<file path="src/design/compacting_value_list_unit_defines.svh">
// Assertion macros for the compacting value list.
`ifndef COMPACTING_VALUE_LIST_UNIT_DEFINES_SVH
`define COMPACTING_VALUE_LIST_UNIT_DEFINES_SVH

`ifndef SYNTHESIS

// Property checked at every clock edge outside reset.
`define CVL_ASSERT(lbl, clk, rstn, prop) \
	lbl: assert property (@(posedge clk) disable iff (!rstn) (prop)) \
		else $error("cvl: assertion failed");

// Antecedent this cycle implies consequent in the next cycle.
`define CVL_ASSERT_NEXT(lbl, clk, rstn, ante, cons) \
	lbl: assert property (@(posedge clk) disable iff (!rstn) (ante) |=> (cons)) \
		else $error("cvl: assertion failed");

`else

`define CVL_ASSERT(lbl, clk, rstn, prop)
`define CVL_ASSERT_NEXT(lbl, clk, rstn, ante, cons)

`endif

`endif

</file>
<file path="src/design/cvl_pkg.sv">
`default_nettype none

package cvl_pkg;

	localparam int VALUE_W = 32;
	localparam int POS_W   = 3;

	typedef enum logic [1:0] {
		CMD_INSERT = 2'd0,
		CMD_FIND   = 2'd1,
		CMD_DELETE = 2'd2
	} cvl_cmd_t;

	// Broadcast from the top level to every cell.
	typedef struct packed {
		logic               ins;
		logic               del;
		logic [VALUE_W-1:0] key;
		logic [VALUE_W-1:0] wdata;
	} cvl_op_t;

	// Handed from cell to cell: match seen so far and its position.
	typedef struct packed {
		logic             found;
		logic [POS_W-1:0] pos;
	} cvl_link_t;

endpackage

`default_nettype wire

</file>
<file path="src/design/cvl_channels.sv">
`default_nettype none

interface cvl_in_if;
	logic                                valid;
	logic                                ready;
	logic [1:0]                          cmd;
	logic signed [cvl_pkg::VALUE_W-1:0]  item_value;

	modport source (output valid, output cmd, output item_value, input ready);
	modport sink   (input valid, input cmd, input item_value, output ready);
endinterface

interface cvl_out_if;
	logic                        valid;
	logic                        ready;
	logic                        hit;
	logic [cvl_pkg::POS_W-1:0]   position;
	logic                        list_full;

	modport source (output valid, output hit, output position, output list_full, input ready);
	modport sink   (input valid, input hit, input position, input list_full, output ready);
endinterface

`default_nettype wire

</file>
<file path="src/design/cvl_cell.sv">
`default_nettype none

module cvl_cell #(
	parameter int CELL_IDX = 0
) (
	input  logic                          clk,
	input  logic                          arst_n,
	input  cvl_pkg::cvl_op_t              op,
	input  logic [cvl_pkg::VALUE_W-1:0]   up_data,
	input  cvl_pkg::cvl_link_t            link_in,
	output cvl_pkg::cvl_link_t            link_out,
	output logic [cvl_pkg::VALUE_W-1:0]   slot
);

	logic [cvl_pkg::VALUE_W-1:0] slot_q;
	logic                        is_match;
	logic                        first;

	assign is_match = (slot_q == op.key);
	assign first    = is_match && !link_in.found;

	assign link_out.found = link_in.found || is_match;
	assign link_out.pos   = first ? cvl_pkg::POS_W'(CELL_IDX) : link_in.pos;
	assign slot           = slot_q;

	// Delete: this cell and every later one take the upper neighbor's word.
	always_ff @(posedge clk or negedge arst_n) begin
		if (!arst_n) begin
			slot_q <= '0;
		end else begin
			if (op.ins && first) begin
				slot_q <= op.wdata;
			end else if (op.del && link_out.found) begin
				slot_q <= up_data;
			end
		end
	end

endmodule

`default_nettype wire

</file>
<file path="src/design/compacting_value_list_unit.sv">
// Channel  Dir  Payload                          Beat when
// in_ch    in   cmd[1:0], item_value[31:0] s     valid && ready
// out_ch   out  hit, position[2:0], list_full    valid && ready
//
// One beat per cycle unless out_ch stalls: every cell compares its slot with the key and the
// first-match flag ripples up the chain of SLOT_COUNT cells in the same cycle.
// The result appears in the output register in the cycle after the input beat.
// in_ch.ready is low only while a result is held and out_ch.ready is low.
// Reset empties every slot at once; no clearing pass.
`default_nettype none
`include "compacting_value_list_unit_defines.svh"

module compacting_value_list_unit #(
	parameter int SLOT_COUNT = 8
) (
	input  logic      clk,
	input  logic      arst_n,
	cvl_in_if.sink    in_ch,
	cvl_out_if.source out_ch
);

	cvl_pkg::cvl_op_t            op;
	cvl_pkg::cvl_link_t          link [SLOT_COUNT+1];
	logic [cvl_pkg::VALUE_W-1:0] slot_data [SLOT_COUNT+1];
	logic                        accept;
	logic                        is_ins;
	logic                        is_del;
	logic                        is_find;
	logic                        res_hit;
	logic                        res_full;

	logic                        out_valid_q;
	logic                        hit_q;
	logic [cvl_pkg::POS_W-1:0]   pos_q;
	logic                        full_q;

	assign in_ch.ready = !out_valid_q || out_ch.ready;
	assign accept      = in_ch.valid && in_ch.ready;

	always_comb begin
		is_ins  = 1'b0;
		is_del  = 1'b0;
		is_find = 1'b0;
		unique case (in_ch.cmd)
			cvl_pkg::CMD_INSERT: begin
				is_ins = 1'b1;
			end
			cvl_pkg::CMD_FIND: begin
				is_find = 1'b1;
			end
			cvl_pkg::CMD_DELETE: begin
				is_del = 1'b1;
			end
			default: begin
			end
		endcase
	end

	// Insert looks for the first empty slot, i.e. a zero word.
	assign op.ins   = accept && is_ins;
	assign op.del   = accept && is_del;
	assign op.key   = is_ins ? '0 : unsigned'(in_ch.item_value);
	assign op.wdata = unsigned'(in_ch.item_value);

	assign link[0]               = '0;
	assign slot_data[SLOT_COUNT] = '0;

	for (genvar g = 0; g < SLOT_COUNT; g++) begin : g_cell
		cvl_cell #(
			.CELL_IDX(g)
		) u_cell (
			.clk      (clk),
			.arst_n   (arst_n),
			.op       (op),
			.up_data  (slot_data[g+1]),
			.link_in  (link[g]),
			.link_out (link[g+1]),
			.slot     (slot_data[g])
		);
	end

	assign res_hit  = (is_ins || is_find || is_del) && link[SLOT_COUNT].found;
	assign res_full = is_ins && !link[SLOT_COUNT].found;

	always_ff @(posedge clk or negedge arst_n) begin
		if (!arst_n) begin
			out_valid_q <= 1'b0;
		end else if (accept) begin
			out_valid_q <= 1'b1;
		end else if (out_ch.ready) begin
			out_valid_q <= 1'b0;
		end
	end

	always_ff @(posedge clk) begin
		if (accept) begin
			hit_q  <= res_hit;
			pos_q  <= res_hit ? link[SLOT_COUNT].pos : '0;
			full_q <= res_full;
		end
	end

	assign out_ch.valid     = out_valid_q;
	assign out_ch.hit       = hit_q;
	assign out_ch.position  = pos_q;
	assign out_ch.list_full = full_q;

	`CVL_ASSERT(a_hit_full_excl, clk, arst_n, !(out_ch.valid && out_ch.hit && out_ch.list_full))
	`CVL_ASSERT_NEXT(a_accept_result, clk, arst_n, accept, out_ch.valid)
	`CVL_ASSERT_NEXT(a_delete_top_empty, clk, arst_n, op.del && link[SLOT_COUNT].found, slot_data[SLOT_COUNT-1] == '0)

endmodule

`default_nettype wire
</file>
<file path="src/flat_wrapper.sv">
// flat-port wrapper written by rule: the top's interface ports become plain ports
module compacting_value_list_unit_flat 
#(
	parameter int SLOT_COUNT = 8
)
  (clk, arst_n, in_ch_valid, in_ch_cmd, in_ch_item_value, in_ch_ready, out_ch_valid, out_ch_hit, out_ch_position, out_ch_list_full, out_ch_ready);
  cvl_in_if in_ch_i ();
  cvl_out_if out_ch_i ();
  input  logic clk;
  input  logic arst_n;
  input wire logic [$bits(in_ch_i.valid)-1:0] in_ch_valid;
  input wire logic [$bits(in_ch_i.cmd)-1:0] in_ch_cmd;
  input wire logic [$bits(in_ch_i.item_value)-1:0] in_ch_item_value;
  output wire logic [$bits(in_ch_i.ready)-1:0] in_ch_ready;
  output wire logic [$bits(out_ch_i.valid)-1:0] out_ch_valid;
  output wire logic [$bits(out_ch_i.hit)-1:0] out_ch_hit;
  output wire logic [$bits(out_ch_i.position)-1:0] out_ch_position;
  output wire logic [$bits(out_ch_i.list_full)-1:0] out_ch_list_full;
  input wire logic [$bits(out_ch_i.ready)-1:0] out_ch_ready;
  assign in_ch_i.valid = in_ch_valid;
  assign in_ch_i.cmd = in_ch_cmd;
  assign in_ch_i.item_value = in_ch_item_value;
  assign in_ch_ready = in_ch_i.ready;
  assign out_ch_valid = out_ch_i.valid;
  assign out_ch_hit = out_ch_i.hit;
  assign out_ch_position = out_ch_i.position;
  assign out_ch_list_full = out_ch_i.list_full;
  assign out_ch_i.ready = out_ch_ready;
  compacting_value_list_unit #(.SLOT_COUNT(SLOT_COUNT)) u_core (.clk(clk), .arst_n(arst_n), .in_ch(in_ch_i), .out_ch(out_ch_i));
endmodule
</file>
<file path="config.mk">
export PLATFORM = sky130hd
export DESIGN_NAME = compacting_value_list_unit_flat
export DESIGN_NICKNAME = d
export VERILOG_FILES = /design/src/design/cvl_pkg.sv /design/src/design/cvl_channels.sv /design/src/design/cvl_cell.sv /design/src/design/compacting_value_list_unit.sv /design/src/flat_wrapper.sv
export VERILOG_INCLUDE_DIRS = /design/src /design/src/design
export SDC_FILE = /design/constraint.sdc
export NUM_CORES = 1
export LEC_CHECK = 0
export BUFFER_PORTS_ARGS = -buffer_cell sky130_fd_sc_hd__buf_2
export CORE_MARGIN = 5
export CORE_UTILIZATION = 57
export DETAILED_ROUTE_END_ITERATION = 10
export GPL_TIMING_DRIVEN = 0
export MAX_ROUTING_LAYER = met4
export PLACE_DENSITY = 0.74
export SLEW_MARGIN = 20
export SYNTH_ARGS = -nofsm -noshare
export SYNTH_HDL_FRONTEND = slang
export SYNTH_SLANG_ARGS = --single-unit
export TNS_END_PERCENT = 1
</file>
<file path="constraint.sdc">
create_clock -name clk -period 7.9 [get_ports clk]
set_input_delay 2.37 -clock clk [delete_from_list [all_inputs] [get_ports clk]]
set_output_delay 2.37 -clock clk [all_outputs]
set_load 0.01 [all_outputs]
</file>
# Yosys cells after proc, flatten, opt, wreduce, memory -nomap -nowiden
# Cells that the tools add are included.
# W data, S select, Z words.
# op_classes
addsub	0
n_mul	0
n_div	0
magnitude_cmp	0
n_eq_ne	10
n_shift	0
mux	29
bitwise	0
n_reduce_logical	57
# ops
operator	count
$mux W32	17
$eq A32 B32 Y1	8
$logic_and A1 B1 Y1	28
$mux W3	6
$reduce_bool A2 Y1	9
$logic_or A1 B1 Y1	10
$logic_not A1 Y1	9
$mux W1	6
$eq A2 B1 Y1 const B	1
$eq A2 B2 Y1 const B	1
$logic_not A2 Y1	1
# word_totals
reg_bits	262
latchBits	0
ram_bits	0
mem_bits_ro	0
inputBits	38
output_inout_bits	7
memories	0

# Depth between registers and ports, before layout
# Gate-level depths: netlist (run 1).
# logic_depth
depth_word	14
depth_mapped	16
depth_no_buf	9

# Hierarchy
# Synthesis (run 1) repeated with hierarchy kept, for this count alone.
# hier_totals
hier_cells	2117
area_unflattened_um2	20767.4
# by_module_without_submodules
module	instances	cells_each	area_each_um2	seq_area_each_um2
cvl_cell	8	258	2536.2	800.8
compacting_value_list_unit	1	53	478.0	175.2

# Worst setup path before layout (run 1)
# OpenSTA, ideal clock, no wires.
# synth_path
kind	input-to-output
startpoint	input port out_ch_ready
endpoint	output port in_ch_ready
arrival_ns	2.553
setup_slack_ns	2.977
stages	1
n_path_buf	0
cell_sequence	nand2b_1
# synth_via
elab_chain_len	1
# synth_lines
element	line	text
start, declared	flat_wrapper.sv:19	input wire logic [$bits(out_ch_i.ready)-1:0] out_ch_ready;
$logic_or A1 B1 Y1	compacting_value_list_unit.sv:37	assign in_ch.ready = !out_valid_q || out_ch.ready;
end, declared	flat_wrapper.sv:14	output wire logic [$bits(in_ch_i.ready)-1:0] in_ch_ready;
# Every way passes these cells.

# Worst setup path in the final report (run 1)
# layout_path
startpoint	input port in_ch_item_value[5]
endpoint	register u_core.pos_q, in the netlist u_core.out_ch.position[0], data pin
# layout_via
elab_chain_len	11
# layout_lines
element	line	text
start, declared	flat_wrapper.sv:13	input wire logic [$bits(in_ch_i.item_value)-1:0] in_ch_item_value;
$mux W32 (*)	compacting_value_list_unit.sv:62	assign op.key = is_ins ? '0 : unsigned'(in_ch.item_value);
$eq A32 B32 Y1	cvl_cell.sv:19	assign is_match = (slot_q == op.key);
$logic_not A1 Y1 / $logic_or A1 B1 Y1 (equally long branches)	cvl_cell.sv:20, cvl_cell.sv:22	
$logic_and A1 B1 Y1 (tied with other cells)	cvl_cell.sv:20	assign first = is_match && !link_in.found;
$mux W1 (tied with other cells)	cvl_cell.sv:23	assign link_out.pos = first ? cvl_pkg::POS_W'(CELL_IDX) : link_in.pos;
$mux W3 (tied with other cells) (4 in series)	cvl_cell.sv:23	
$mux W3 / $logic_and A1 B1 Y1 (equally long branches)	cvl_cell.sv:23, cvl_cell.sv:20	
$mux W3	cvl_cell.sv:23	
end signal, assigned	compacting_value_list_unit.sv:98	pos_q <= res_hit ? link[SLOT_COUNT].pos : '0;
end, declared	compacting_value_list_unit.sv:34	logic [cvl_pkg::POS_W-1:0] pos_q;
# Mark *: on every way between the ends. The rest lies on a longest branch, timed or not.
# A chain may end at the register's enable or synchronous reset.

==> results.sh, run 1 <==
export IMPL_status="completed"
export IMPL_cts_tree="built"
export IMPL_grt_pass1_vias=14934
export IMPL_nets=1861
export IMPL_wl_mm=65.7
export IMPL_drive_gt1_share_pct=10.5
export IMPL_final_antenna_net_count=0
export IMPL_power_per_cell_area_nw_per_um2=168
export IMPL_p_leak_nw=7.91
export IMPL_timing_final_max_slew_violations=0
export IMPL_clk_latency_ns=0.58
export IMPL_min_path_cells=2
export IMPL_worstSetupPathType="input pin to register"
export IMPL_whs_endpoint="u_core.out_ch.valid"
export IMPL_synth_top_flop_cell="dfrtp_1"
export IMPL_routed_via_density=7.22
export IMPL_clock_sinks=262
export IMPL_drc=0
export IMPL_num_rows=63
export IMPL_hold_violations=0
export IMPL_area_growth_pct=10.3
export IMPL_ys_seq_elements=262
export IMPL_die_x_microns=182
export IMPL_yosysTopAreaCell="dfrtp_1"
export IMPL_min_path_type="register to register"
export IMPL_yosysSeqAreaShare_pct=39.1
export IMPL_multiInputGateArea_sq_um=9350
export IMPL_hold_buffers=0
export IMPL_start_kind="input pin"
export IMPL_r2r_end="u_core.g_cell[5].u_cell.slot[8]"
export IMPL_yosysWarnings=0
export IMPL_fin_ws_ns=2.05
export IMPL_hp_start="u_core.out_ch.valid"
export IMPL_postCtsSetupBuffers=0
export IMPL_root_buffer="clkbuf_16"
export IMPL_fmax_mhz=171
export IMPL_postSynth_asyncResetShare_pct=98.1
export IMPL_coreArea_sq_um=29400
export IMPL_grt_total_usage_pct=39.8
export IMPL_cts_made_buffers=31
export IMPL_hpwl_mm=49.6
export IMPL_r2r_start="u_core.g_cell[2].u_cell.slot[24]"
export IMPL_wl_per_cell_microns=29.4
export IMPL_syn_area_sq_um=16800
export IMPL_die_y_microns=182
export IMPL_ff2ff_setup_slack_ns=4.12
export IMPL_cp_required_ns=8.17
export IMPL_synth_top_area_share_pct=38.2
export IMPL_postCtsResizedCells=0
export IMPL_port_buffers=40
export IMPL_path_max_fanout=10
export IMPL_skew_ns=0.0127
export IMPL_place_gp_congestion=1.07
export IMPL_vias=16156
export IMPL_arrival_ns=6.12
export IMPL_fin_crit_sh_pct=74.1
export IMPL_antenna_found_initial=0
export IMPL_grt_max_degree=90
export IMPL_cp_startpoint="in_ch_item_value[5]"
export IMPL_h_tree_depth=1
export IMPL_syn_nets=1786
export IMPL_post_place_ws_ns=1.66
export IMPL_ys_types=55
export IMPL_peakVddDrop_mv=0.199
export IMPL_initial_core_util_pct=57.3
export IMPL_clockBufferDepth=3
export IMPL_slew_headroom_pct=23.2
export IMPL_postSynthCellCount=1748
export IMPL_rsz0062_at_grt="no"
export IMPL_grt_overflow_total=0
export IMPL_setup_viol=0
export IMPL_drt_iter0_markers=2386
export IMPL_io_pins=45
export IMPL_diodes=0
export IMPL_tightest_slew_ns=1.15
export IMPL_synth_edf_count=5
export IMPL_rr_worst_depth=10
export IMPL_grt_pass1_wl_mm=97.5
export IMPL_max_cap_violations=0
export IMPL_drt_pass1_iterations=8
export IMPL_synth_area_leaders="dfrtp_1 (38%), mux2i_1 (11%), xnor2_1 (5.8%)"
export IMPL_clk_pin_slew_ns=0.06
export IMPL_min_period_ns=5.85
export IMPL_syn_area_per_cell_sq_um=9.64
export IMPL_cp_end_kind="register"
export IMPL_fillers=2493
export IMPL_die_area_sq_um=33100
export IMPL_regArea_sq_um=6580
export IMPL_finalCoreUtilization_pct=63.2
[stage by stage]
stage	area [sq um]	TNS (ns)	hold slack, ns	total power, mW	std cells
floorplan	16800	0	0.493	1.55	1748
global placement	17500	-90.05	0.504	1.71	2178
detailed placement	17600	0	0.522	1.71	2180
CTS	18600	0	0.536	3.10	2237
global route	18600	0	0.585	3.19	2237
finish	18600	0	0.536	3.12	2237
[per-layer routing]
metal / global-route usage, % / up-vias / wire (microns) / part of all wire, %
met5: - / - / 0 / 0
met4: 23.9 / 0 / 5150 / 7.8
met3: 6.47 / 290 / 6890 / 10
met2: 58.3 / 1173 / 28300 / 43
met1: 52.1 / 7740 / 25400 / 39
li1: - / 6953 / - / -
[synthesized netlist by cell type, types with 3 or more instances]
library cell,n
dfrtp_1,257
mux2i_1,186
nand2_1,159
xnor2_1,112
o32ai_1,110
a31oi_1,108
a21oi_1,100
o21ai_0,99
nor4bb_1,80
buf_2,67
clkbuf_1,67
a22oi_1,44
nor2_1,40
a221o_1,38
and3_1,38
o2bb2ai_1,32
nor4b_1,27
nand4_1,26
inv_1,23
buf_4,18
nor2b_1,16
clkinv_1,13
o22ai_1,13
o21ai_1,12
nand3_1,7
a32oi_1,5
buf_6,5
edfxtp_1,5
nor4_2,4
nand2b_1,3
nor3_1,3
o31ai_1,3
or2_2,3
[state kept, by name, indices dropped and copies added (netlist names)]
register / cells
u_core.out_ch.position: 3
u_core.out_ch.list_full: 1
u_core.out_ch.valid: 1
u_core.g_cell.u_cell.slot: 256
u_core.out_ch.hit: 1
[worst max path at each step]
| stage | end | depth (start not counted) |
|---|---|---|
| 2_1_floorplan | in_ch_ready | 1 |
| 3_3_place_gp | u_core.g_cell[7].u_cell.slot[3] | 1 |
| 3_5_place_dp | u_core.out_ch.position[0] | 11 |
| 4_1_cts | u_core.out_ch.position[0] | 11 |
| 5_1_grt | u_core.g_cell[5].u_cell.slot[8] | 11 |
| 6_report | u_core.out_ch.position[0] | 11 |
[layout make-up]
cell class,instances,share of cell area (%)
Multi-Input combinational cell,1293,50.3
Clock buffer,49,4.92
Inverter,36,0.727
Tap cell,390,2.63
Sequential cell,262,35.4
Clock inverter,8,0.370
Buffer,157,4.19
Timing Repair Buffer,42,1.43
[power breakdown]
group	internal [mW]	total, mW	switching (mW)
registers	1.35	1.35	0.000605
clock network	0.818	1.41	0.590
logic	0.0959	0.360	0.264
total	2.26	3.12	0.854
[cells by family (layout without fill, tap and decap cells)]
kind of cell / after synthesis / count (layout) / share of synthesized area [%]
AOI/OAI and AO/OA: 577 / 577 / 23.6
xor gates and xnor gates: 113 / 113 / 5.88
buffers and inverters: 193 / 292 / 5.42
DFF: 262 / 262 / 39.1
muxes: 186 / 186 / 11.1
and+or+nand+nor: 417 / 417 / 15.0
[worst max-delay path: stages]
cell and delay, ns:
clkbuf_1 0.50, inv_1 0.39, a21oi_2 0.44, o32ai_1 0.24, nand4_1 0.15, nor2_1 0.11, a2111oi_4 0.68, nand3_2 0.21
buf_2 0.25, o21ai_0 0.57, a31oi_1 0.20
[cell usage in the layout (no fill, tap or decap), types with 7 or more instances in the layout]
cell / n
dfrtp_1: 257
mux2i_1: 186
nand2_1: 159
xnor2_1: 112
o32ai_1: 110
a31oi_1: 108
buf_2: 106
a21oi_1: 100
o21ai_0: 99
nor4bb_1: 80
clkbuf_1: 78
a22oi_1: 44
nor2_1: 40
and3_1: 38
a221o_1: 38
o2bb2ai_1: 32
clkbuf_16: 31
nor4b_1: 27
nand4_1: 26
inv_1: 23
buf_4: 18
nor2b_1: 16
clkinv_1: 13
o22ai_1: 13
o21ai_1: 12
nand3_1: 7
clkbuf_8: 7
(Power assumes the default switching activity.)
==> inputs of run 2 (changes only) <==
Settings changed: PLACE_DENSITY 0.74 to 0.77.
Clock period 7.9 ns to 5.36 ns, I/O delays scaled along.
==> results.sh, run 2 (synthesized netlist as in run 1, its figures left out) <==
export IMPL_drc=0
export IMPL_use_met2_pct=58.1
export IMPL_wl_mm=66.3
export IMPL_slew_headroom_pct=33.0
export IMPL_cts_tree="built"
export IMPL_rsz0062_at_grt="no"
export IMPL_drt_iter0_markers=2804
export IMPL_area_growth_pct=10.3
export IMPL_final_antenna_net_count=0
export IMPL_min_path_type="register to register"
export IMPL_slowest_stage="a2111oi_4"
export IMPL_hp_start="u_core.out_ch.valid"
export IMPL_start_kind="input pin"
export IMPL_die_area_sq_um=33100
export IMPL_grt_use_met1_pct=52.0
export IMPL_place_gp_congestion=1.06
export IMPL_arrival_ns=5.44
export IMPL_hold_buffers=0
export IMPL_io_pins=45
export IMPL_vias=16273
export IMPL_max_stage_delay_ns=0.65
export IMPL_top_usage_layer="met2"
export IMPL_crit_chain="buf_2 > buf_2 > clkinv_1 > a21oi_1 > o32ai_1 > nand4_1 > nor4_4 > a2111oi_4 > nand3_2 > buf_2 > o21ai_0 > a31oi_1"
export IMPL_fillers=2428
export IMPL_path_max_fanout=10
export IMPL_layout_common_cells="dfrtp_1 (257), mux2i_1 (186), nand2_1 (159), xnor2_1 (112), o32ai_1 (110)"
export IMPL_port_buffers=40
export IMPL_grt_pass1_vias=15104
export IMPL_initial_core_util_pct=57.3
export IMPL_cp_required_ns=5.64
export IMPL_dpl_cell_area_sq_um=17600
export IMPL_multiInputGateArea_sq_um=9350
export IMPL_wl_per_cell_microns=29.6
export IMPL_peakVddDrop_mv=0.291
export IMPL_clk_latency_ns=0.59
export IMPL_fmax_mhz=194
export IMPL_skew_ns=0.0233
export IMPL_routed_via_density=7.27
export IMPL_min_path_cells=2
export IMPL_fin_crit_sh_pct=96.3
export IMPL_clk_pin_slew_ns=0.06
export IMPL_die_x_microns=182
export IMPL_die_y_microns=182
export IMPL_p_leak_nw=7.90
export IMPL_power_per_cell_area_nw_per_um2=250
export IMPL_final_common_cell="dfrtp_1"
export IMPL_grt_pass1_wl_mm=97.8
export IMPL_drive_gt1_share_pct=10.4
export IMPL_drt_pass1_iterations=8
export IMPL_antenna_found_initial=1
export IMPL_nets=1861
export IMPL_fin_setup_tns_ns=0
export IMPL_largest_reg_flops=256
export IMPL_worstSetupPathType="input pin to register"
export IMPL_h_tree_depth=1
export IMPL_tightest_slew_ns=1.00
export IMPL_clock_sinks=262
export IMPL_hpwl_mm=50.0
export IMPL_coreArea_sq_um=29400
export IMPL_status="completed"
export IMPL_setup_viol=0
export IMPL_num_rows=63
export IMPL_clockBufferDepth=3
export IMPL_grt_max_degree=96
export IMPL_rr_worst_depth=10
export IMPL_cp_startpoint="in_ch_item_value[21]"
export IMPL_postCtsSetupBuffers=0
export IMPL_cp_end_kind="register"
export IMPL_regArea_sq_um=6580
export IMPL_cpMostUsedCell="buf_2"
export IMPL_cts_made_buffers=31
export IMPL_hold_violations=0
export IMPL_stdcell_area_sq_um=18600
export IMPL_grt_overflow_total=0
export IMPL_r2r_start="u_core.g_cell[2].u_cell.slot[5]"
export IMPL_p_total_mw=4.64
export IMPL_root_buffer="clkbuf_16"
export IMPL_postCtsResizedCells=0
export IMPL_timing_final_max_slew_violations=0
export IMPL_max_cap_violations=0
export IMPL_grt_total_usage_pct=39.8
export IMPL_min_period_ns=5.16
export IMPL_met3_usage_pct=6.55
## run 2: cell types whose count changed in the layout (fill, tap and decap cells not counted)
cell	before	now
bufinv_16	1	3
clkbuf_1	78	76
clkbuf_8	7	1
clkinv_1	13	18
clkinvlp_4	0	2
diode_2	0	1
## run 2: critical path: cells and delay by family
| family | cells | cell delay, ns |
|---|---|---|
| compound gates | 5 | 2.07 |
| buf+inv | 4 | 1.26 |
| simple gates | 3 | 0.47 |
## run 2: path summary, 6_finish.rpt
kind                                                     to  slack (ns)
max                               u_core.out_ch.position[0]        0.20
min                                     u_core.out_ch.valid        0.52
max reg2reg                u_core.g_cell[5].u_cell.slot[26]        1.60
min in group asynchronous  u_core.g_cell[0].u_cell.slot[11]        0.99
min reg2reg                             u_core.out_ch.valid        0.52
max in group asynchronous  u_core.g_cell[7].u_cell.slot[15]        3.01
## run 2: area by class of cell
type                    instances  share of cell area [%]
diodes                          1                  0.0135
plain buffers                 157                    4.19
clock buffers                  41                    4.43
clock inverters                17                   0.875
inverters                      36                   0.727
multi-input cells            1293                    50.3
flip-flops and latches        262                    35.4
well taps                     390                    2.63
repair buffers                 42                    1.43
## run 2: metrics by stage
stage	hold slack, ns	worst slack (ns)	std cells	util, %
floorplan	0.493	1.22	1748	-
global placement	0.503	-2.14	2178	59.6
detailed placement	0.517	-0.189	2180	59.9
CTS	0.532	0.402	2238	63.2
global route	0.572	0.143	2239	63.2
finish	0.523	0.197	2239	63.2
## run 2: report_power, final
| group | switching, mW | internal, mW |
|---|---|---|
| clock network | 0.908 | 1.22 |
| logic | 0.391 | 0.141 |
| registers | 0.000857 | 1.99 |
## run 2: routing by layer
metal | up-vias | wire length [microns]
li1 | 6939 | -
met1 | 7802 | 25300
met2 | 1224 | 28500
met3 | 308 | 7020
met4 | 0 | 5450
met5 | - | 0
